**config.mk**
```make
export PLATFORM = sky130hd
export DESIGN_NAME = qfmp_fifo
export DESIGN_NICKNAME = d
export VERILOG_FILES = /design/src/qfmp_pkg.sv /design/src/qfmp_fifo.sv
export SDC_FILE = /design/constraint.sdc
export NUM_CORES = 1
export LEC_CHECK = 0
export ABC_AREA = 1
export BUFFER_PORTS_ARGS = -buffer_cell sky130_fd_sc_hd__buf_4
export CORE_AREA = 3 3 312 314
export CTS_CLUSTER_DIAMETER = 50
export CTS_CLUSTER_SIZE = 30
export DETAILED_ROUTE_END_ITERATION = 16
export DIE_AREA = 0 0 315 317
export GPL_TIMING_DRIVEN = 0
export HOLD_SLACK_MARGIN = 0.12
export PLACE_DENSITY = 0.42
export SYNTH_ARGS = -nofsm -noshare
export SYNTH_HDL_FRONTEND = slang
export SYNTH_SLANG_ARGS = --single-unit
```
**constraint.sdc**
```tcl
create_clock -name aclk -period 36.7 [get_ports aclk]
set_input_delay 1.835 -clock aclk [delete_from_list [all_inputs] [get_ports aclk]]
set_output_delay 1.835 -clock aclk [all_outputs]
set_load 0.02 [all_outputs]
```
**src/qfmp_pkg.sv**
```systemverilog
`timescale 1ns / 1ps
// ----------------------------------------------------------------------------
// Quote feed message parser package
// Shared payload types, character codes and field helpers.
// ----------------------------------------------------------------------------
package qfmp_pkg;

    localparam int PriceDigitCount = 12;
    localparam int QueueDepth      = 2;
    localparam int BodyStart       = 25;

    localparam logic [7:0] ChSpace    = 8'h20;
    localparam logic [7:0] ChDot      = 8'h2E;
    localparam logic [7:0] ChZero     = 8'h30;
    localparam logic [7:0] ChOne      = 8'h31;
    localparam logic [7:0] ChFour     = 8'h34;
    localparam logic [7:0] ChSix      = 8'h36;
    localparam logic [7:0] ChLetterA  = 8'h41;
    localparam logic [7:0] ChLetterB  = 8'h42;
    localparam logic [7:0] ChLetterD  = 8'h44;
    localparam logic [7:0] ChLetterE  = 8'h45;
    localparam logic [7:0] ChLetterF  = 8'h46;
    localparam logic [7:0] ChLetterH  = 8'h48;
    localparam logic [7:0] ChLetterO  = 8'h4F;

    localparam logic RegNbboMode   = 1'b0;
    localparam logic RegNbboSuffix = 1'b1;

    typedef struct packed {
        logic [7:0] data_byte;
        logic       first_byte;
        logic       end_of_message;
    } in_t;

    typedef struct packed {
        logic        side;
        logic [63:0] symbol_head;
        logic [39:0] symbol_tail;
        logic [3:0]  symbol_length;
        logic [7:0]  quote_kind;
        logic [39:0] price_digits;
        logic [3:0]  price_power;
        logic [23:0] quantity;
        logic [26:0] timestamp_ms;
        logic [29:0] sequence_number;
        logic [7:0]  participant;
        logic        last_of_run;
    } out_t;

    typedef struct packed {
        logic [39:0] digits;
        logic [3:0]  power;
        logic [23:0] qty;
    } side_t;

    typedef struct packed {
        logic       mode;
        logic [7:0] suffix;
    } cfg_t;

    // One complete quote, handed from the parser to the result stage.
    typedef struct packed {
        logic [63:0] symbol_head;
        logic [39:0] symbol_tail;
        logic [3:0]  symbol_length;
        logic [7:0]  quote_kind;
        side_t       bid;
        side_t       ask;
        logic [26:0] timestamp_ms;
        logic [29:0] sequence_number;
        logic [7:0]  participant;
    } msg_t;

    function automatic logic [3:0] power_of(logic [7:0] c);
        logic [7:0] d;
        d = c - ChLetterA;
        if (c >= ChLetterA && c <= ChLetterH) begin
            return d[3:0] + 4'd1;
        end
        return 4'd0;
    endfunction

    function automatic logic [26:0] time_weight(logic [2:0] idx);
        case (idx)
            3'd0:    return 27'd3600000;
            3'd1:    return 27'd60000;
            3'd2:    return 27'd1000;
            3'd3:    return 27'd100;
            3'd4:    return 27'd10;
            default: return 27'd1;
        endcase
    endfunction

    // Applies one byte to a side's denominator, price or size field.
    function automatic side_t take_field(side_t f, int r, int dpos, int ppos, int plen,
                                         int spos, int slen, logic [7:0] b);
        side_t       o;
        logic [39:0] d;
        logic [23:0] q;
        logic [7:0]  v;
        o = f;
        v = b - ChZero;
        if (r == dpos) begin
            o.power = power_of(b);
        end else if (r >= ppos && r < ppos + plen) begin
            d = (r == ppos) ? 40'd0 : f.digits;
            o.digits = (d << 3) + (d << 1) + {32'd0, v};
        end else if (r >= spos && r < spos + slen) begin
            q = (r == spos) ? 24'd0 : f.qty;
            o.qty = (q << 3) + (q << 1) + {16'd0, v};
        end
        return o;
    endfunction

endpackage

```
**src/qfmp_fifo.sv**
```systemverilog
`timescale 1ns / 1ps
// ----------------------------------------------------------------------------
// Quote record queue
// Short queue of finished quote records between parser and result stage.
// ----------------------------------------------------------------------------
module qfmp_fifo (
    input  logic           aclk,
    input  logic           aresetn,
    input  logic           push,
    input  qfmp_pkg::msg_t push_data,
    output logic           full,
    input  logic           pop,
    output logic           head_valid,
    output qfmp_pkg::msg_t head
);
    import qfmp_pkg::*;

    localparam int AW = (QueueDepth > 1) ? $clog2(QueueDepth) : 1;

    msg_t          mem [QueueDepth];
    logic [AW-1:0] wr_reg, wr_next, rd_reg, rd_next;
    logic [AW:0]   cnt_reg, cnt_next;

    assign full       = (cnt_reg == (AW + 1)'(QueueDepth));
    assign head_valid = (cnt_reg != '0);
    assign head       = mem[rd_reg];

    always_comb begin
        wr_next  = wr_reg;
        rd_next  = rd_reg;
        cnt_next = cnt_reg;
        if (push) begin
            wr_next = (wr_reg == AW'(QueueDepth - 1)) ? '0 : wr_reg + 1'b1;
        end
        if (pop) begin
            rd_next = (rd_reg == AW'(QueueDepth - 1)) ? '0 : rd_reg + 1'b1;
        end
        if (push && !pop) begin
            cnt_next = cnt_reg + 1'b1;
        end else if (pop && !push) begin
            cnt_next = cnt_reg - 1'b1;
        end
    end

    always_ff @(posedge aclk) begin
        if (!aresetn) begin
            wr_reg  <= '0;
            rd_reg  <= '0;
            cnt_reg <= '0;
        end else begin
            wr_reg  <= wr_next;
            rd_reg  <= rd_next;
            cnt_reg <= cnt_next;
        end
    end

    always_ff @(posedge aclk) begin
        if (push) begin
            mem[wr_reg] <= push_data;
        end
    end

endmodule

```
Word level (Yosys, flattened, before mapping)
Memory sizes are Yosys's and may differ from the RTL's. A register that Yosys moved wholly into a read port is not among the register bits.
Cells that the tools add are included.

word-level totals
  bits in registers = 4
  bits in latches = 0
  RAM bits = 634
  bits in read-only memories = 0
  input port bits = 321
  output and inout port bits = 319
  word-level logic and storage cells = 23
  memories kept = 1

memory list
  memory  words  width  read ports  clocked after memory_dff  wr ports  RTL line         RTL
  mem     2      317    1           1                         1         qfmp_fifo.sv:20  msg_t mem [QueueDepth];

cells by class
  $add $sub $neg = 4
  multipliers = 0
  div/mod/pow operators = 0
  $lt $le $gt $ge = 0
  equality and inequality tests = 1
  shift-type cells = 0
  multiplexer cells = 8
  bitwise operators = 0
  reductions and logical operators = 6

operators by type and width
  operator                                                            number
  1-bit 2-to-1 mux                                                    6
  2-bit 2-to-1 mux                                                    2
  2-bit nonzero test                                                  2
  1-bit adder, second input constant                                  2
  2-bit by 1-bit adder with 2-bit output, second input constant       1
  2-bit == test, second input constant                                1
  1-bit logical AND                                                   2
  1-bit logical NOT                                                   2
  2-bit by 1-bit subtractor with 2-bit output, second input constant  1

Depth between registers and ports, before layout
  depth after elaboration = 4
  gate-level depth with buffers = 8
  gate-level depth less buffers = 8

Worst setup path after synthesis
Ideal clock, no wire load.

  kind = input-to-reg
  from = input port push
  to = memory mem[0][0] in the netlist's numbering, enable pin
  setup time = 1.011 ns
  arrival = 15.113 ns
  required time = 35.689 ns
  slack = 20.576 ns
  stages on the path = 2
  buffers on the path = 0
  path through = inv_1 -> nor2_1

on the way
  word-level cells in the longest chain between the ends = 2

ends and longest elaborated chain
  item                                    RTL line         RTL
  from (decl)                             qfmp_fifo.sv:9   input logic push,
  1-bit 2-to-1 mux                        qfmp_fifo.sv:58  if (push) begin
  1-bit 2-to-1 mux (implied by the code)  qfmp_fifo.sv:59  mem[wr_reg] <= push_data;
  to (decl)                               qfmp_fifo.sv:20

Every way passes these cells.

==> results by stage <==
Outcome:
- The flow ran to the end, and the final reports show no timing, DRC or antenna violations.

Global routing:
- The overflow left after global routing is 0.
- The number of antenna violations at the first check in global routing came to 8.
- Entering global routing, the biggest net connects 88 pins.
- For this run, the total global-route usage over all layers was measured as about an eighth.
- The number of global-route vias before repair is 13.3k.
- The first-pass GRT wire length is 88500 um.

Detailed routing:
- In the routed layout, each cell is associated on average with a via count of 3.95.
- The remaining number of nets flagged by the antenna check after routing is 0.
- The post-detailed-routing wire length is approximately 63000 um.
- The detailed-route via count is between 10k and 15k.
- The total DRC errors in the routed layout is 0.
- Dividing the detail-routed wire length by the instance count gives 20.2 um.
- The count of TritonRoute iterations in the first routing pass is 6.
- After the first detailed-routing iteration, the DRC count stood at 688.

Yosys:
- In this run the cell area of the synthesized design comes to roughly 0.024 mm2.
- The synthesized design devotes to its leading area cell type between 80% and 90% of total area.
- The biggest area contributor in the post-synthesis netlist is edfxtp_1.
- After synthesis, the netlist uses 15 different library cells.
- During synthesis, Yosys emitted a total of 0 warnings.
- The number of instances in the synthesized netlist is 1021.
- By area the synthesized netlist is led by edfxtp_1, mux2_2, mux2_4, buf_6, dfxtp_1.
- A synthesized cell averages roughly 23 um2.
- The proportion of synthesized chip area in sequential cells is 81.1%.
- Counting every net in the synthesized netlist gives roughly 1.3k.
- The register bit total from synthesis is roughly 640.

Floorplanning:
- The number of standard-cell rows in the floorplan is between 100 and 150.
- For this configuration, the core starts out at a cell density of 24.9%.
- From left edge to right edge, the die measures approximately 320 um.
- The core region area is roughly 0.095 mm2.
- From bottom edge to top edge, the die measures 317 um.
- The area of the die is approximately 0.10 mm2.
- 640 I/O pins were placed.

Place:
- The half-perimeter wire length after placement is 45200 um.
- The cell area after placement is 0.0303 mm2.
- The congestion estimate from routability-driven global placement came to a little over 0.7.
- The count of input and output buffers is 639.

Clock tree:
- In this run, post-CTS hold repair placed 0 buffers.
- The number of buffers created by CTS is 86.
- TritonCTS built the clock tree.
- The cell at the root of the clock tree is clkbuf_16.
- The clock passes through at most 3 buffers.
- In this run the number of H-tree levels came out at 3.
- The number of sinks on the clock net is around 640.
- The clock reaches the later pin of the worst-skew pair after slightly above 0.6 ns.
- The number of cells upsized or downsized after cts is 0.
- Once the clock tree was built, the setup fixing pass inserted 0 buffers.
- After clock tree synthesis, the clock-pin slew on the worst setup and hold paths is ~0.060 ns.

Timing:
- The max-slew violation total from the final report came to 0.
- Timing would allow up to between 200 and 250 MHz.
- Setup repair after global routing left no endpoint under its margin.
- The number of hold-slack violations in the final timing report is 0.
- Setup violations remaining at the end of the flow were counted as 0.
- Clock skew on the completed layout was measured at 0.0173 ns.
- The worst relative slew slack is 53.8%.
- Setup total negative slack on the finished layout was measured at 0 ns.
- Of the available clock period, the critical path in the final layout requires between 10% and 20%.
- For the pin with the worst max-slew slack, the measured transition is around 0.69 ns.
- The smallest clock period supported by the final layout is computed as ~4.1 ns.

Power and ir drop:
- Power spread over the standard cell area amounts to 57.5 mW/mm2.
- The worst-case IR drop observed on VDD is approximately 0.000035 V.
- The cell leakage power is roughly 13 nW.

Critical path:
- The critical path start-end classification is flop to output port.
- For the worst setup path, the data arrival time is about 2.3 ns.
- The worst setup path is captured at an output port.
- The critical-path maximum fanout is 10.
- STA puts the critical path data required time at approximately 35 ns.
- STA classifies the critical path startpoint as a flop.

Layout:
- The finished cells cover 0.0333 mm2.
- The layout overhead on the synthesized area is 41.0%.
- At the end of the flow, the number of nets in the layout was about 2.1k.
- The filler cells instantiated in the layout total around 9.1k.
- The layout cell share with drive strength beyond 1 is around 63%.
- The register with the most flip-flops in the layout has between 600 and 700 of them.

Run:
- Max-cap violations in this run came to 0.

Hold path:
- The path class of the tightest hold or removal check is flop to flop.
## layer usage
layer / global-route usage (%) / wire length [um] / up-vias
li1: - / - / 5611
met1: 12.4 / 22000 / 6095
met2: 21.4 / 32800 / 433
met3: 5.42 / 6190 / 111
met4: 5.13 / 1920 / 8
met5: 0 / 52 / -
## cell usage in the layout (no fill, tap or decap)
cell type,Yosys,final
buf_2,19,19
inv_8,0,7
buf_12,0,11
diode_2,0,5
a21oi_1,1,1
clkinv_2,0,8
clkinv_8,0,2
bufinv_16,0,6
clkinv_1,0,8
ha_1,1,1
edfxtp_1,634,634
inv_6,0,17
nand2_1,9,9
nand4_1,1,1
mux2_2,187,187
inv_1,8,7
buf_4,1,640
nor2_4,0,1
clkinv_4,0,10
nand3_1,1,1
o21ai_0,1,1
dfxtp_1,5,5
clkbuf_1,0,7
clkbuf_16,0,90
mux2_4,130,130
buf_16,0,5
clkinvlp_4,0,7
nor2_1,8,7
buf_6,15,15
## synthesized netlist by cell type
cell type / number
a21oi_1: 1
buf_2: 19
buf_4: 1
buf_6: 15
dfxtp_1: 5
edfxtp_1: 634
ha_1: 1
inv_1: 8
mux2_2: 187
mux2_4: 130
nand2_1: 9
nand3_1: 1
nand4_1: 1
nor2_1: 8
o21ai_0: 1
## through the flow
| stage | utilization, % | cells | worst slack (ns) | power (mW) | hold WS (ns) |
|---|---|---|---|---|---|
| floorplan | - | 1021 | 20.58 | 0.998 | 0.463 |
| global placement | 31.6 | 2925 | 10.35 | 1.12 | 0.480 |
| detailed placement | 32.0 | 2941 | 32.72 | 1.10 | 0.498 |
| CTS | 35.1 | 3102 | 32.35 | 1.95 | 0.514 |
| global route | 35.1 | 3105 | 32.36 | 2.00 | 0.551 |
| finish | 35.1 | 3107 | 32.56 | 1.91 | 0.508 |
## kinds of logic (layout without fill, tap and decap cells)
| family | after synthesis | in the layout | synth area share [%] |
|---|---|---|---|
| other cells | 0 | 5 | 0 |
| buf+inv | 43 | 859 | 1.28 |
| mux | 317 | 317 | 17.2 |
| fa+ha+maj | 1 | 1 | 0.0530 |
| compound gates | 2 | 2 | 0.0424 |
| simple gates | 19 | 19 | 0.318 |
| flops | 639 | 639 | 81.1 |
## cell type report
class	instances	area, um2	share of cell area [%]
Multi-Input combinational cell	339	4160	12.5
Antenna cell	5	12.5	0.0376
Sequential cell	639	19100	57.5
Timing Repair Buffer	655	5150	15.5
Clock buffer	97	2280	6.85
Inverter	8	37.5	0.113
Tap cell	1265	1580	4.76
Buffer	35	272	0.816
Clock inverter	64	639	1.92
## path summary, 6_finish.rpt
path,end,cells after the start,start,slack [ns]
worst max register to register,mem[1][230],4,wr_reg,34.39
worst min register to register,rd_reg,2,rd_reg,0.51
worst max-delay path,head[253],5,flop,32.56
worst min-delay path,rd_reg,2,rd_reg,0.51
## power by group
part	switching, mW	total (mW)	internal [mW]
logic	0.116	0.223	0.107
clock network	0.335	0.835	0.501
registers	0.00765	0.854	0.846
total	0.459	1.91	1.45
## worst max-delay path: stages, from the launching register on
cell and delay [ns]:
dfxtp_1 0.32, buf_4 0.29, buf_6 0.26, buf_6 0.24, mux2_4 0.37, buf_4 0.17
No activity file was read; power rests on OpenSTA's default activity.
