**src/qfmp_pkg.sv**
```systemverilog
`timescale 1ns / 1ps
// ----------------------------------------------------------------------------
// Quote feed message parser package
// Shared payload types, character codes and field helpers.
// ----------------------------------------------------------------------------
package qfmp_pkg;

    localparam int PriceDigitCount = 12;
    localparam int QueueDepth      = 2;
    localparam int BodyStart       = 25;

    localparam logic [7:0] ChSpace    = 8'h20;
    localparam logic [7:0] ChDot      = 8'h2E;
    localparam logic [7:0] ChZero     = 8'h30;
    localparam logic [7:0] ChOne      = 8'h31;
    localparam logic [7:0] ChFour     = 8'h34;
    localparam logic [7:0] ChSix      = 8'h36;
    localparam logic [7:0] ChLetterA  = 8'h41;
    localparam logic [7:0] ChLetterB  = 8'h42;
    localparam logic [7:0] ChLetterD  = 8'h44;
    localparam logic [7:0] ChLetterE  = 8'h45;
    localparam logic [7:0] ChLetterF  = 8'h46;
    localparam logic [7:0] ChLetterH  = 8'h48;
    localparam logic [7:0] ChLetterO  = 8'h4F;

    localparam logic RegNbboMode   = 1'b0;
    localparam logic RegNbboSuffix = 1'b1;

    typedef struct packed {
        logic [7:0] data_byte;
        logic       first_byte;
        logic       end_of_message;
    } in_t;

    typedef struct packed {
        logic        side;
        logic [63:0] symbol_head;
        logic [39:0] symbol_tail;
        logic [3:0]  symbol_length;
        logic [7:0]  quote_kind;
        logic [39:0] price_digits;
        logic [3:0]  price_power;
        logic [23:0] quantity;
        logic [26:0] timestamp_ms;
        logic [29:0] sequence_number;
        logic [7:0]  participant;
        logic        last_of_run;
    } out_t;

    typedef struct packed {
        logic [39:0] digits;
        logic [3:0]  power;
        logic [23:0] qty;
    } side_t;

    typedef struct packed {
        logic       mode;
        logic [7:0] suffix;
    } cfg_t;

    // One complete quote, handed from the parser to the result stage.
    typedef struct packed {
        logic [63:0] symbol_head;
        logic [39:0] symbol_tail;
        logic [3:0]  symbol_length;
        logic [7:0]  quote_kind;
        side_t       bid;
        side_t       ask;
        logic [26:0] timestamp_ms;
        logic [29:0] sequence_number;
        logic [7:0]  participant;
    } msg_t;

    function automatic logic [3:0] power_of(logic [7:0] c);
        logic [7:0] d;
        d = c - ChLetterA;
        if (c >= ChLetterA && c <= ChLetterH) begin
            return d[3:0] + 4'd1;
        end
        return 4'd0;
    endfunction

    function automatic logic [26:0] time_weight(logic [2:0] idx);
        case (idx)
            3'd0:    return 27'd3600000;
            3'd1:    return 27'd60000;
            3'd2:    return 27'd1000;
            3'd3:    return 27'd100;
            3'd4:    return 27'd10;
            default: return 27'd1;
        endcase
    endfunction

    // Applies one byte to a side's denominator, price or size field.
    function automatic side_t take_field(side_t f, int r, int dpos, int ppos, int plen,
                                         int spos, int slen, logic [7:0] b);
        side_t       o;
        logic [39:0] d;
        logic [23:0] q;
        logic [7:0]  v;
        o = f;
        v = b - ChZero;
        if (r == dpos) begin
            o.power = power_of(b);
        end else if (r >= ppos && r < ppos + plen) begin
            d = (r == ppos) ? 40'd0 : f.digits;
            o.digits = (d << 3) + (d << 1) + {32'd0, v};
        end else if (r >= spos && r < spos + slen) begin
            q = (r == spos) ? 24'd0 : f.qty;
            o.qty = (q << 3) + (q << 1) + {16'd0, v};
        end
        return o;
    endfunction

endpackage

```
**src/qfmp_back.sv**
```systemverilog
`timescale 1ns / 1ps
// ----------------------------------------------------------------------------
// Quote result stage
// Turns each queued quote record into a bid and an ask result.
// ----------------------------------------------------------------------------
module qfmp_back (
    input  logic           aclk,
    input  logic           aresetn,
    input  logic           head_valid,
    input  qfmp_pkg::msg_t head,
    output logic           pop,
    output logic           m_valid,
    input  logic           m_ready,
    output qfmp_pkg::out_t m_data
);
    import qfmp_pkg::*;

    logic  side_reg, side_next;
    logic  valid_reg, valid_next;
    out_t  data_reg, data_next;
    side_t sel;
    logic  load;

    assign load    = head_valid && (!valid_reg || m_ready);
    assign pop     = load && side_reg;
    assign m_valid = valid_reg;
    assign m_data  = data_reg;
    assign sel     = side_reg ? head.ask : head.bid;

    always_comb begin
        side_next  = side_reg;
        valid_next = valid_reg;
        data_next  = data_reg;
        if (load) begin
            valid_next                = 1'b1;
            side_next                 = !side_reg;
            data_next.side            = side_reg;
            data_next.symbol_head     = head.symbol_head;
            data_next.symbol_tail     = head.symbol_tail;
            data_next.symbol_length   = head.symbol_length;
            data_next.quote_kind      = head.quote_kind;
            data_next.price_digits    = sel.digits;
            data_next.price_power     = sel.power;
            data_next.quantity        = sel.qty;
            data_next.timestamp_ms    = head.timestamp_ms;
            data_next.sequence_number = head.sequence_number;
            data_next.participant     = head.participant;
            data_next.last_of_run     = side_reg;
        end else if (m_ready) begin
            valid_next = 1'b0;
        end
    end

    always_ff @(posedge aclk) begin
        if (!aresetn) begin
            side_reg  <= 1'b0;
            valid_reg <= 1'b0;
        end else begin
            side_reg  <= side_next;
            valid_reg <= valid_next;
        end
    end

    always_ff @(posedge aclk) begin
        data_reg <= data_next;
    end

    a_ask_follows_bid: assert property (@(posedge aclk) disable iff (!aresetn)
        (m_valid && m_ready && !m_data.side) |=> (m_valid && m_data.side))
        else $error("bid transfer not followed by its ask");

    a_last_on_ask: assert property (@(posedge aclk) disable iff (!aresetn)
        m_valid |-> (m_data.last_of_run == m_data.side))
        else $error("last_of_run does not mark the ask");

    a_pop_after_ask: assert property (@(posedge aclk) disable iff (!aresetn)
        pop |-> (side_reg && head_valid))
        else $error("record released before its ask was loaded");

endmodule

```
**config.mk**
```make
export PLATFORM = sky130hd
export DESIGN_NAME = qfmp_back
export DESIGN_NICKNAME = d
export VERILOG_FILES = /design/src/qfmp_pkg.sv /design/src/qfmp_back.sv
export SDC_FILE = /design/constraint.sdc
export NUM_CORES = 1
export LEC_CHECK = 0
export BUFFER_PORTS_ARGS = -buffer_cell sky130_fd_sc_hd__clkbuf_2
export CORE_AREA = 2 2 220 222
export CTS_BUF_LIST = sky130_fd_sc_hd__clkbuf_4 sky130_fd_sc_hd__clkbuf_8
export CTS_CLUSTER_DIAMETER = 30
export DETAILED_ROUTE_END_ITERATION = 8
export DIE_AREA = 0 0 222 224
export PLACE_DENSITY_LB_ADDON = 0.15
export RECOVER_POWER = 50
export SLEW_MARGIN = 10
export SYNTH_ARGS = -nofsm -noshare
export SYNTH_HDL_FRONTEND = slang
export SYNTH_SLANG_ARGS = --single-unit
```
**constraint.sdc**
```tcl
create_clock -name aclk -period 15.3 [get_ports aclk]
set_input_delay 0.765 -clock aclk [delete_from_list [all_inputs] [get_ports aclk]]
set_output_delay 0.765 -clock aclk [all_outputs]
set_load 0.05 [all_outputs]
```
* Word-level counts from Yosys, hierarchy flattened
Cells that the tools add are included.
Storage, ports and cells: output and inout port bits 253, word-level logic and storage cells 22, register bits 252, input bits 321
Cells by class: muxes and demuxes 3, reduce and logical (&&, ||, !) cells 6
Operator list (count):
- two-way mux 68 bit | 1
- logical AND 1 bit | 2
- logical NOT 1 bit | 2
- two-way mux 1 bit | 2
- nonzero test 2 bit | 1
- logical OR 1 bit | 1

* Depth between registers and ports, before layout
Gate-level depths: netlist (run 1).
word-level depth 4, depth in mapped cells 4, gate-level depth less buffers 3

* Worst setup path before layout (run 1)
Ideal clock, no wire load.
path kind input to output, start input m_ready, end output pop, arrival 13.161 ns, stages 3, path buffers 0, slack 1.374 ns, required time 14.535 ns, path through nor2b_1 nor2b_1 and2_1
On the way: word-level cells in the longest chain between the ends 3
RTL lines:
- from (decl) | line qfmp_back.sv:13 | input logic m_ready,
- logical OR 1 bit | line qfmp_back.sv:24 | assign load = head_valid && (!valid_reg || m_ready);
- logical AND 1 bit | line qfmp_back.sv:24
- named net load | line qfmp_back.sv:22 | logic load;
- logical AND 1 bit | line qfmp_back.sv:25 | assign pop = load && side_reg;
- to (decl) | line qfmp_back.sv:11 | output logic pop,
The timed path passes the listed nets, and every way through them passes these cells.

* Final worst setup path (run 1)
start register valid_reg, in the netlist m_valid, end register data_reg (netlist bit m_data[244]), enable pin
On the way: word-level cells in the longest chain between the ends 3
RTL lines:
- from (decl) | line qfmp_back.sv:19 | logic valid_reg, valid_next;
- from (signal assigned) | line qfmp_back.sv:60 | valid_reg <= valid_next;
- logical NOT 1 bit | line qfmp_back.sv:24
- logical OR 1 bit | line qfmp_back.sv:24
- logical AND 1 bit | line qfmp_back.sv:24
- named net load | line qfmp_back.sv:22
- to (signal assigned) | line qfmp_back.sv:65 | data_reg <= data_next;
- to (decl) | line qfmp_back.sv:20 | out_t data_reg, data_next;
The timed path passes the listed nets, and every way through them passes these cells. A chain may end at the register's enable or synchronous reset.

==> results of run 1 <==
==> critical path, delay by kind of cell, from the launching register on <==
family                 cells  cell delay [ns]
DFF                        1             0.31
buffers and inverters      3             4.63
and+or+nand+nor            2             0.27
==> layout by cell type (no fill, tap or decap) <==
cell | synthesis | routed
nor2b_4 | 0 | 1
nand2b_1 | 1 | 1
clkbuf_1 | 0 | 123
and2_1 | 1 | 1
clkinv_2 | 0 | 10
o21a_1 | 1 | 1
nand2_1 | 1 | 1
mux2_1 | 0 | 20
buf_4 | 1 | 3
nor2b_1 | 2 | 1
clkbuf_2 | 0 | 452
edfxtp_1 | 250 | 250
clkinvlp_4 | 0 | 12
clkbuf_4 | 0 | 11
clkinv_1 | 0 | 11
dfxtp_1 | 2 | 2
mux2_4 | 68 | 48
mux2i_1 | 1 | 1
clkbuf_8 | 0 | 73
diode_2 | 0 | 1
bufinv_16 | 0 | 10
inv_8 | 0 | 1
==> worst max path at each step <==
stage / cells after the start / startpoint / slack [ns] / end
after floorplan: 3 / m_ready / 1.37 / pop
after global placement: 6 / m_ready / 11.41 / m_data[175]
after detailed placement: 6 / m_ready / 11.38 / m_data[186]
after CTS: 5 / m_valid / 11.83 / m_data[188]
after global routing: 5 / m_valid / 9.06 / m_data[185]
final: 5 / m_valid / 9.61 / m_data[244]
==> kinds of logic (layout without fill, tap and decap cells) <==
| family | count (synthesis) | count (layout) | share of synthesized area [%] |
|---|---|---|---|
| other | 0 | 1 | 0 |
| flip-flops | 252 | 252 | 86.07 |
| multiplexers | 69 | 69 | 11.76 |
| buffers and inverters | 9 | 706 | 1.755 |
| AO/OA/AOI/OAI | 1 | 1 | 0.08565 |
| AND/OR/NAND/NOR | 5 | 5 | 0.3282 |
==> final cells by class <==
cell class	instances	area (um2)
fill	4989	33700
sequential	252	7547
timing repair buffer	578	2746
clock buffer	84	1087
multi-input combinational	75	999.7
tap	615	769.5
clock inverter	44	493.0
antenna	1	2.502
==> power groups by stage <==
stage	logic [W]	registers, W	clock network [W]
finish	0.000296	0.000833	0.000995
detailed placement	0.000306	0.000846	0
floorplan	0.0000629	0.00101	0
CTS	0.000306	0.000834	0.00103
global route	0.000309	0.000837	0.00107
global placement	0.000305	0.000845	0
==> through the flow <==
| step | util (%) | std cells | hold slack (ns) |
|---|---|---|---|
| detailed placement | 25.98 | 1520 | 0.6711 |
| floorplan | - | 336 | 0.4309 |
| global route | 28.82 | 1649 | 0.2560 |
| CTS | 29.32 | 1648 | 0.2313 |
| finish | 28.82 | 1649 | 0.3337 |
| global placement | 25.98 | 1520 | 0.6693 |
==> per-layer routing <==
| layer | vias to the layer above | track usage [%] | routed length [um] |
|---|---|---|---|
| li1 | 2665 | - | - |
| met1 | 2714 | 11.01 | 10140 |
| met2 | 361 | 19.84 | 15160 |
| met3 | 46 | 5.784 | 3159 |
| met4 | 2 | 4.795 | 565 |
| met5 | - | 0 | 13 |
==> flow_metrics.py, run 1 <==
metrics = {
    "setup_path": {
        "worstReg2RegStart": "m_valid",
        "cp-start-kind": "register",
        "critical_path_class": "reg2reg",
        "critPathArrivalTime_ns": 5.90,
        "reg2reg_to": "m_data[244]",
        "r2r_slack_ns": 9.61,
        "crit_path_end_kind": "register",
        "required_ns": 15.51,
        "slowest_delay_ns": 2.85,
        "slowest_stage": "clkbuf_1",
        "path_cells": "nor2b_1 -> nor2b_4 -> clkbuf_1 -> buf_4 -> buf_4",
        "crit_fanout": 67,
        "r2r_cells": 5,
        "critPathMostFrequentCell": "buf_4",
    },
    "floorplanning": {
        "die-area_um2": 49730,
        "io_pins": 574,
        "dieHeight_um": 224,
        "rows": 80,
        "initial_utilization_pct": 18.52,
        "chipWidth_um": 222,
        "core_um2": 47350,
    },
    "clocking": {
        "cts.sinks": 252,
        "hold_buffers": 0,
        "clockRootBuffer": "clkbuf_8",
        "cts_buffers": 71,
        "clk_pin_slew_ns": 0.05,
        "cts_buffer_depth": 3,
        "post_cts_buffers": 0,
        "clkLatencyLatePin_ns": 0.60,
        "tritoncts": "yes",
        "cts.repair.resized": 0,
        "htree_num_levels": 3,
    },
    "yosys": {
        "yosysTopAreaCellShare_pct": 85.62,
        "synthTopCellsByArea": "edfxtp_1, mux2_4, buf_12",
        "yosys.area.top_type": "edfxtp_1",
        "yosys_warnings": 0,
        "ys_seq_area_share_pct": 86.07,
        "synth.most_common_cell": "edfxtp_1",
        "ys.flop_type": "edfxtp_1",
        "avgSynthCellArea_um2": 26.10,
        "synth_commonest_cells": "edfxtp_1, mux2_4, buf_12",
        "yosysUniqueCellTypes": 13,
        "async_flop_share_pct": 0,
        "syn_nets": 657,
        "synth_edf_count": 250,
        "ys_seq_elements": 252,
        "syn_inst": 336,
        "syn_area_um2": 8768,
    },
    "final_layout": {
        "area_growth_pct": 55.62,
        "layout-drive-gt1-share_pct": 60.12,
        "final_nets": 1299,
        "design_area_um2": 13650,
        "largest_reg_flops": 250,
    },
    "global_routing": {
        "grt_antenna_before_repair": 3,
        "grt_overflow": 0,
        "grt_max_degree": 68,
        "grt_pass1_vias": 6246,
        "track_usage_pct": 11.22,
        "grt_pass1_wl_um": 40300,
    },
    "placed_design": {
        "gp_congestion": 0.7450,
        "io_buffers": 573,
        "post_dp_cell_area_um2": 12300,
        "dp.final_hpwl_um": 22060,
        "dp_slack_ns": 11.38,
    },
    "power_and_ir_drop": {
        "p_int_w": 0.001542,
        "pwr-share-clk_pct": 46.9,
        "p_leak_nw": 5.715,
        "power_w": 0.002123,
        "switching_power_w": 0.0005812,
        "pwr-share-comb_pct": 13.9,
        "ir_worst_vdd_uv": 48.18,
        "power.density_nw_per_um2": 155.6,
        "swShare_pct": 27.37,
        "seq_power_share_pct": 39.2,
    },
    "detailed_routing": {
        "dr_total_vias": 5788,
        "drtIter0Drc": 242,
        "firstDrtPassIters": 4,
        "drc": 0,
        "ant_nets": 0,
        "wirelength_um": 29040,
        "viasPerCell": 3.510,
        "wl_per_cell_um": 17.61,
    },
    "min_path": {
        "hold_depth": 1,
        "min_to": "m_data[46]",
        "hp-start": "head[45]",
        "hold_class": "in2reg",
    },
    "sta": {
        "setup_viol": 0,
        "fin_crit_sh_pct": 37.19,
        "fin_skew_ns": 0.02790,
        "hold_violations": 0,
        "setup_tns_ns": 0,
        "postLayoutSetupSlackWorst_ns": 9.610,
        "max_freq_mhz": 175.7,
        "slew-limit-headroom_pct": -171.6,
        "worst_slew_pin_slew_ns": 4.073,
        "drv_slew": 119,
        "min_period_ns": 5.690,
        "grt_setup_unrepaired": "false",
    },
    "status": {
        "violations": "max-capacitance violations, max-slew violations",
        "status": "complete, but fails checks",
    },
    "flow_run": {
        "maxCapViolations": 2,
    },
}
(Power assumes the default switching activity.)
==> inputs of run 2 (changes only) <==
==> constraint.sdc (replaced) <==
create_clock -name aclk -period 4.8 [get_ports aclk]
set_input_delay 0.24 -clock aclk [delete_from_list [all_inputs] [get_ports aclk]]
set_output_delay 0.24 -clock aclk [all_outputs]
set_load 0.05 [all_outputs]
==> flow_metrics.py, run 2 (synthesized netlist as in run 1, its figures left out) <==
metrics = {
    "status": {
        "status": "complete, no violations",
    },
    "sta": {
        "fin_crit_sh_pct": 56.62,
        "hold_violations": 0,
        "fin_skew_ns": 0.02173,
        "setup_tns_ns": 0,
        "max_freq_mhz": 368.0,
        "worst_slew_pin_slew_ns": 1.021,
        "min_period_ns": 2.718,
        "grt_setup_unrepaired": "false",
        "postLayoutSetupSlackWorst_ns": 2.082,
        "setup_viol": 0,
        "slew-limit-headroom_pct": 31.96,
        "drv_slew": 0,
    },
    "placed_design": {
        "dp_slack_ns": 2.618,
        "io_buffers": 573,
        "post_dp_cell_area_um2": 12320,
        "gp_congestion": 0.7349,
        "dp.final_hpwl_um": 20720,
        "numPlacedInstances": 1518,
    },
    "global_routing": {
        "grt_pass1_vias": 7787,
        "grt_max_degree": 141,
        "grt_pass1_wl_um": 43810,
        "grt_overflow": 0,
        "track_usage_pct": 11.66,
        "grt_antenna_before_repair": 2,
    },
    "detailed_routing": {
        "drtIter0Drc": 259,
        "ant_nets": 0,
        "dr_total_vias": 7051,
        "wl_per_cell_um": 15.13,
        "drt-met1-wl_um": 10780,
        "highest_layer": "met5",
        "viasPerCell": 3.556,
        "wl_met3_um": 2942,
        "wirelength_um": 30000,
        "drc": 0,
        "wl_met2_um": 15430,
        "firstDrtPassIters": 4,
    },
    "final_layout": {
        "largest_reg_flops": 250,
        "final_common_cell": "clkbuf_2",
        "instances_no_fill": 1983,
        "final_cell_mix": "clkbuf_2, dlygate4sd3_1, edfxtp_1",
        "final_nets": 1624,
        "utilization_pct": 35.72,
        "area_growth_pct": 92.88,
        "layout-drive-gt1-share_pct": 41.29,
        "design_area_um2": 16910,
        "fillers": 4736,
    },
    "clocking": {
        "clockRootBuffer": "clkbuf_8",
        "cts_buffers": 78,
        "cts.repair.resized": 0,
        "tritoncts": "yes",
        "htree_num_levels": 3,
        "cts.sinks": 252,
        "post_cts_buffers": 0,
        "clk_pin_slew_ns": 0.05,
        "clkLatencyLatePin_ns": 0.62,
        "cts_buffer_depth": 3,
    },
    "setup_path": {
        "r2r_cells": 3,
        "cp-start-kind": "register",
        "worstReg2RegStart": "side_reg",
        "critical_path_class": "reg2reg",
        "cp-startpoint": "side_reg",
        "crit_fanout": 53,
        "crit_path_end_kind": "register",
        "required_ns": 5.16,
        "critPathArrivalTime_ns": 3.08,
    },
    "floorplanning": {
        "core_um2": 47350,
        "chipWidth_um": 222,
        "rows": 80,
        "dieHeight_um": 224,
        "initial_utilization_pct": 18.52,
        "io_pins": 574,
        "die-area_um2": 49730,
    },
    "power_and_ir_drop": {
        "pwr-share-comb_pct": 16.5,
        "swShare_pct": 27.81,
        "power.density_nw_per_um2": 419.0,
        "ir_worst_vdd_uv": 192.0,
        "p_int_w": 0.005116,
        "pwr-share-clk_pct": 45.8,
        "p_leak_nw": 6.954,
        "seq_power_share_pct": 37.7,
        "switching_power_w": 0.001970,
    },
    "flow_run": {
        "maxCapViolations": 0,
    },
    "min_path": {
        "hold_class": "in2reg",
        "hold_depth": 3,
        "hp-start": "m_ready",
    },
}
## run 2: cell types whose count changed in the layout (fill, tap and decap cells not counted), moves of 5 or more
cell / delta
clkinv_1: +15
mux2_4: +20
clkbuf_8: +5
dlygate4sd3_1: +320
clkbuf_1: +77
mux2_1: -20
clkinvlp_4: -9
clkbuf_2: -79
## run 2: worst paths after layout
check | slack [ns] | end
worst min-delay path | 0.19 | m_data[111]
worst min register to register | 0.84 | m_data[111]
worst max-delay path | 2.08 | m_data[77]
worst max register to register | 2.08 | m_data[77]
## run 2: what timing repair did
| action | CTS | global route |
|---|---|---|
| hold endpoints to repair | 252 | 0 |
| setup endpoints to repair | 0 | 0 |
| hold buffers | 320 | 0 |
## run 2: power by group through the flow
stage                     sequential [W]  clock [W]  combinational (W)
after floorplan                  0.00318          0           0.000202
after global placement           0.00271          0           0.000954
final                            0.00267    0.00325            0.00117
after CTS                        0.00267    0.00337            0.00121
after detailed placement         0.00271          0           0.000955
after global routing             0.00268    0.00350            0.00123
## run 2: metal layers
layer | vias to the layer above | track usage, %
met1 | 3261 | 11.55
met5 | - | 0
met4 | 2 | 5.711
met2 | 396 | 20.61
li1 | 3325 | -
met3 | 67 | 5.391
## run 2: through the flow
stage          hold slack (ns)  total power (W)
2_1_floorplan           0.3389         0.003381
3_3_place_gp            0.4170         0.003662
3_5_place_dp            0.4186         0.003664
4_1_cts               0.006490         0.007254
5_1_grt                 0.1636         0.007411
6_report                0.1870         0.007086
## run 2: cell type report
| type | count | area [um2] | share of cell area (%) |
|---|---|---|---|
| clock buffer | 90 | 1164 | 6.880 |
| antenna | 2 | 5.005 | 0.02959 |
| tap | 615 | 769.5 | 4.550 |
| sequential | 252 | 7555 | 44.67 |
| timing repair buffer | 896 | 5868 | 34.70 |
| clock inverter | 53 | 483.0 | 2.856 |
| multi-input combinational | 75 | 1069 | 6.318 |
## run 2: critical path, cell delays in order (launching register included)
cell,delay [ns]
dfxtp_4,1.00
buf_4,0.50
mux2_4,0.33
dlygate4sd3_1,0.56
==> inputs of run 3 (changes only) <==
==> constraint.sdc (replaced) <==
create_clock -name aclk -period 2.2 [get_ports aclk]
set_input_delay 0.11 -clock aclk [delete_from_list [all_inputs] [get_ports aclk]]
set_output_delay 0.11 -clock aclk [all_outputs]
set_load 0.05 [all_outputs]
==> flow_metrics.py, run 3 (synthesized netlist as in run 1, its figures left out) <==
metrics = {
    "power_and_ir_drop": {
        "pwr-share-comb_pct": 18.3,
        "switching_power_w": 0.004068,
        "p_leak_nw": 7.111,
        "pwr-share-clk_pct": 42.0,
        "power.density_nw_per_um2": 861.9,
        "seq_power_share_pct": 39.7,
        "ir_worst_vdd_uv": 389.1,
        "p_int_w": 0.01049,
        "swShare_pct": 27.95,
    },
    "detailed_routing": {
        "drc": 0,
        "wirelength_um": 30370,
        "firstDrtPassIters": 4,
        "wl_per_cell_um": 15.39,
        "drtIter0Drc": 253,
        "dr_total_vias": 7067,
        "viasPerCell": 3.582,
        "ant_nets": 0,
    },
    "global_routing": {
        "grt_antenna_before_repair": 0,
        "grt_max_degree": 51,
        "grt_overflow": 0,
        "track_usage_pct": 11.79,
        "grt_pass1_vias": 7720,
        "grt_pass1_wl_um": 43860,
    },
    "floorplanning": {
        "core_um2": 47350,
        "chipWidth_um": 222,
        "rows": 80,
        "die-area_um2": 49730,
        "initial_utilization_pct": 18.52,
        "io_pins": 574,
        "dieHeight_um": 224,
    },
    "min_path": {
        "hold_class": "in2reg",
    },
    "flow_run": {
        "maxCapViolations": 0,
    },
    "placed_design": {
        "dp.final_hpwl_um": 22060,
        "numPlacedInstances": 1530,
        "gp_congestion": 0.7381,
        "io_buffers": 573,
        "post_dp_cell_area_um2": 12480,
    },
    "final_layout": {
        "final_nets": 1627,
        "area_growth_pct": 92.59,
        "layout-drive-gt1-share_pct": 46.76,
        "final_cell_mix": "clkbuf_2, dlygate4sd3_1, edfxtp_1",
        "instances_no_fill": 1973,
        "num_antenna_cells": 0,
        "fillers": 4736,
        "largest_reg_flops": 250,
        "design_area_um2": 16890,
        "utilization_pct": 35.67,
        "final_common_cell": "clkbuf_2",
    },
    "clocking": {
        "cts_buffers": 69,
        "clk_pin_slew_ns": 0.04,
        "cts.repair.resized": 0,
        "clkLatencyLatePin_ns": 0.62,
        "cts_buffer_depth": 3,
        "cts.sinks": 252,
        "clockRootBuffer": "clkbuf_8",
        "tritoncts": "yes",
        "htree_num_levels": 3,
    },
    "sta": {
        "max_freq_mhz": 497.7,
        "fin_skew_ns": 0.01985,
        "setup_viol": 0,
        "setup_tns_ns": 0,
        "grt_setup_unrepaired": "false",
        "hold_violations": 0,
        "drv_slew": 0,
        "worst_slew_pin_slew_ns": 0.6950,
        "fin_crit_sh_pct": 91.33,
        "slew-limit-headroom_pct": 53.87,
        "min_period_ns": 2.009,
    },
    "setup_path": {
        "slowest_stage": "dfxtp_4",
        "slowest_delay_ns": 0.33,
        "crit_fanout": 34,
        "critPathMostFrequentCell": "nor2b_4",
        "cp-start-kind": "register",
        "path_cells": "nor2b_4 -> nor2b_4 -> buf_12 -> and2_2 -> clkbuf_2",
        "critPathArrivalTime_ns": 1.90,
        "r2r_slack_ns": 0.31,
        "critical_path_class": "reg2out",
        "required_ns": 2.09,
        "crit_path_end_kind": "output port",
    },
    "status": {
        "status": "complete, no violations",
    },
}
-- run 3: cell count changes in the layout (fill, tap and decap cells not counted), sizes merged --
cell,delta
clkinvlp,+1
clkinv,-11
clkbuf,-2
inv,-3
buf,+11
bufinv,-4
diode,-2
-- run 3: power by group through the flow --
stage / Sequential, W / Clock [W] / Combinational [W]
5_1_grt: 0.00580 / 0.00662 / 0.00279
6_report: 0.00578 / 0.00612 / 0.00266
2_1_floorplan: 0.00694 / 0 / 0.000440
4_1_cts: 0.00578 / 0.00638 / 0.00273
3_5_place_dp: 0.00587 / 0 / 0.00218
3_3_place_gp: 0.00586 / 0 / 0.00217
-- run 3: path summary, 6_finish.rpt --
| path | cells after the start | end | startpoint |
|---|---|---|---|
| setup / recovery | 5 | pop | m_valid |
| hold / removal | 4 | m_data[78] | m_ready |
| setup reg to reg | 3 | m_data[88] | side_reg |
| hold reg to reg | 0 | m_data[0] | side_reg |
-- run 3: worst max-delay path, delay by kind of cell, from the launching register on --
family / cells / cell delay (ns)
simple gates: 3 / 0.46
buf+inv: 2 / 0.50
flops: 1 / 0.33
-- run 3: through the flow --
| step | hold WS (ns) | power [W] | worst slack (ns) |
|---|---|---|---|
| final | 0.1704 | 0.01455 | 0.1907 |
| after global routing | 0.1323 | 0.01521 | 0.05467 |
| after CTS | 0.09548 | 0.01488 | 0.02882 |
| after detailed placement | 0.2886 | 0.008042 | 0.6072 |
| after global placement | 0.2879 | 0.008036 | 0.6241 |
| after floorplan | 0.2089 | 0.007376 | -2.890 |
-- run 3: per-layer routing --
layer	global-route usage, %	routed length, um	share of wire [%]	up-vias
met4	6.517	944	3.1	0
met2	20.50	15340	51	388
met1	11.61	10910	36	3304
met5	0	0	0	-
met3	5.575	3175	10	59
li1	-	-	-	3316
-- run 3: final cells by class --
cell class	instances	area, um2	share of cell area [%]
multi-input combinational	75	1084	6.416
timing repair buffer	908	6091	36.07
clock buffer	87	1110	6.572
clock inverter	36	279.0	1.652
sequential	252	7555	44.74
tap	615	769.5	4.557
-- run 3: timing repair --
action | CTS | global route
buffers inserted | 0 | 0
hold endpoints to repair | 251 | 0
hold buffers | 320 | 0
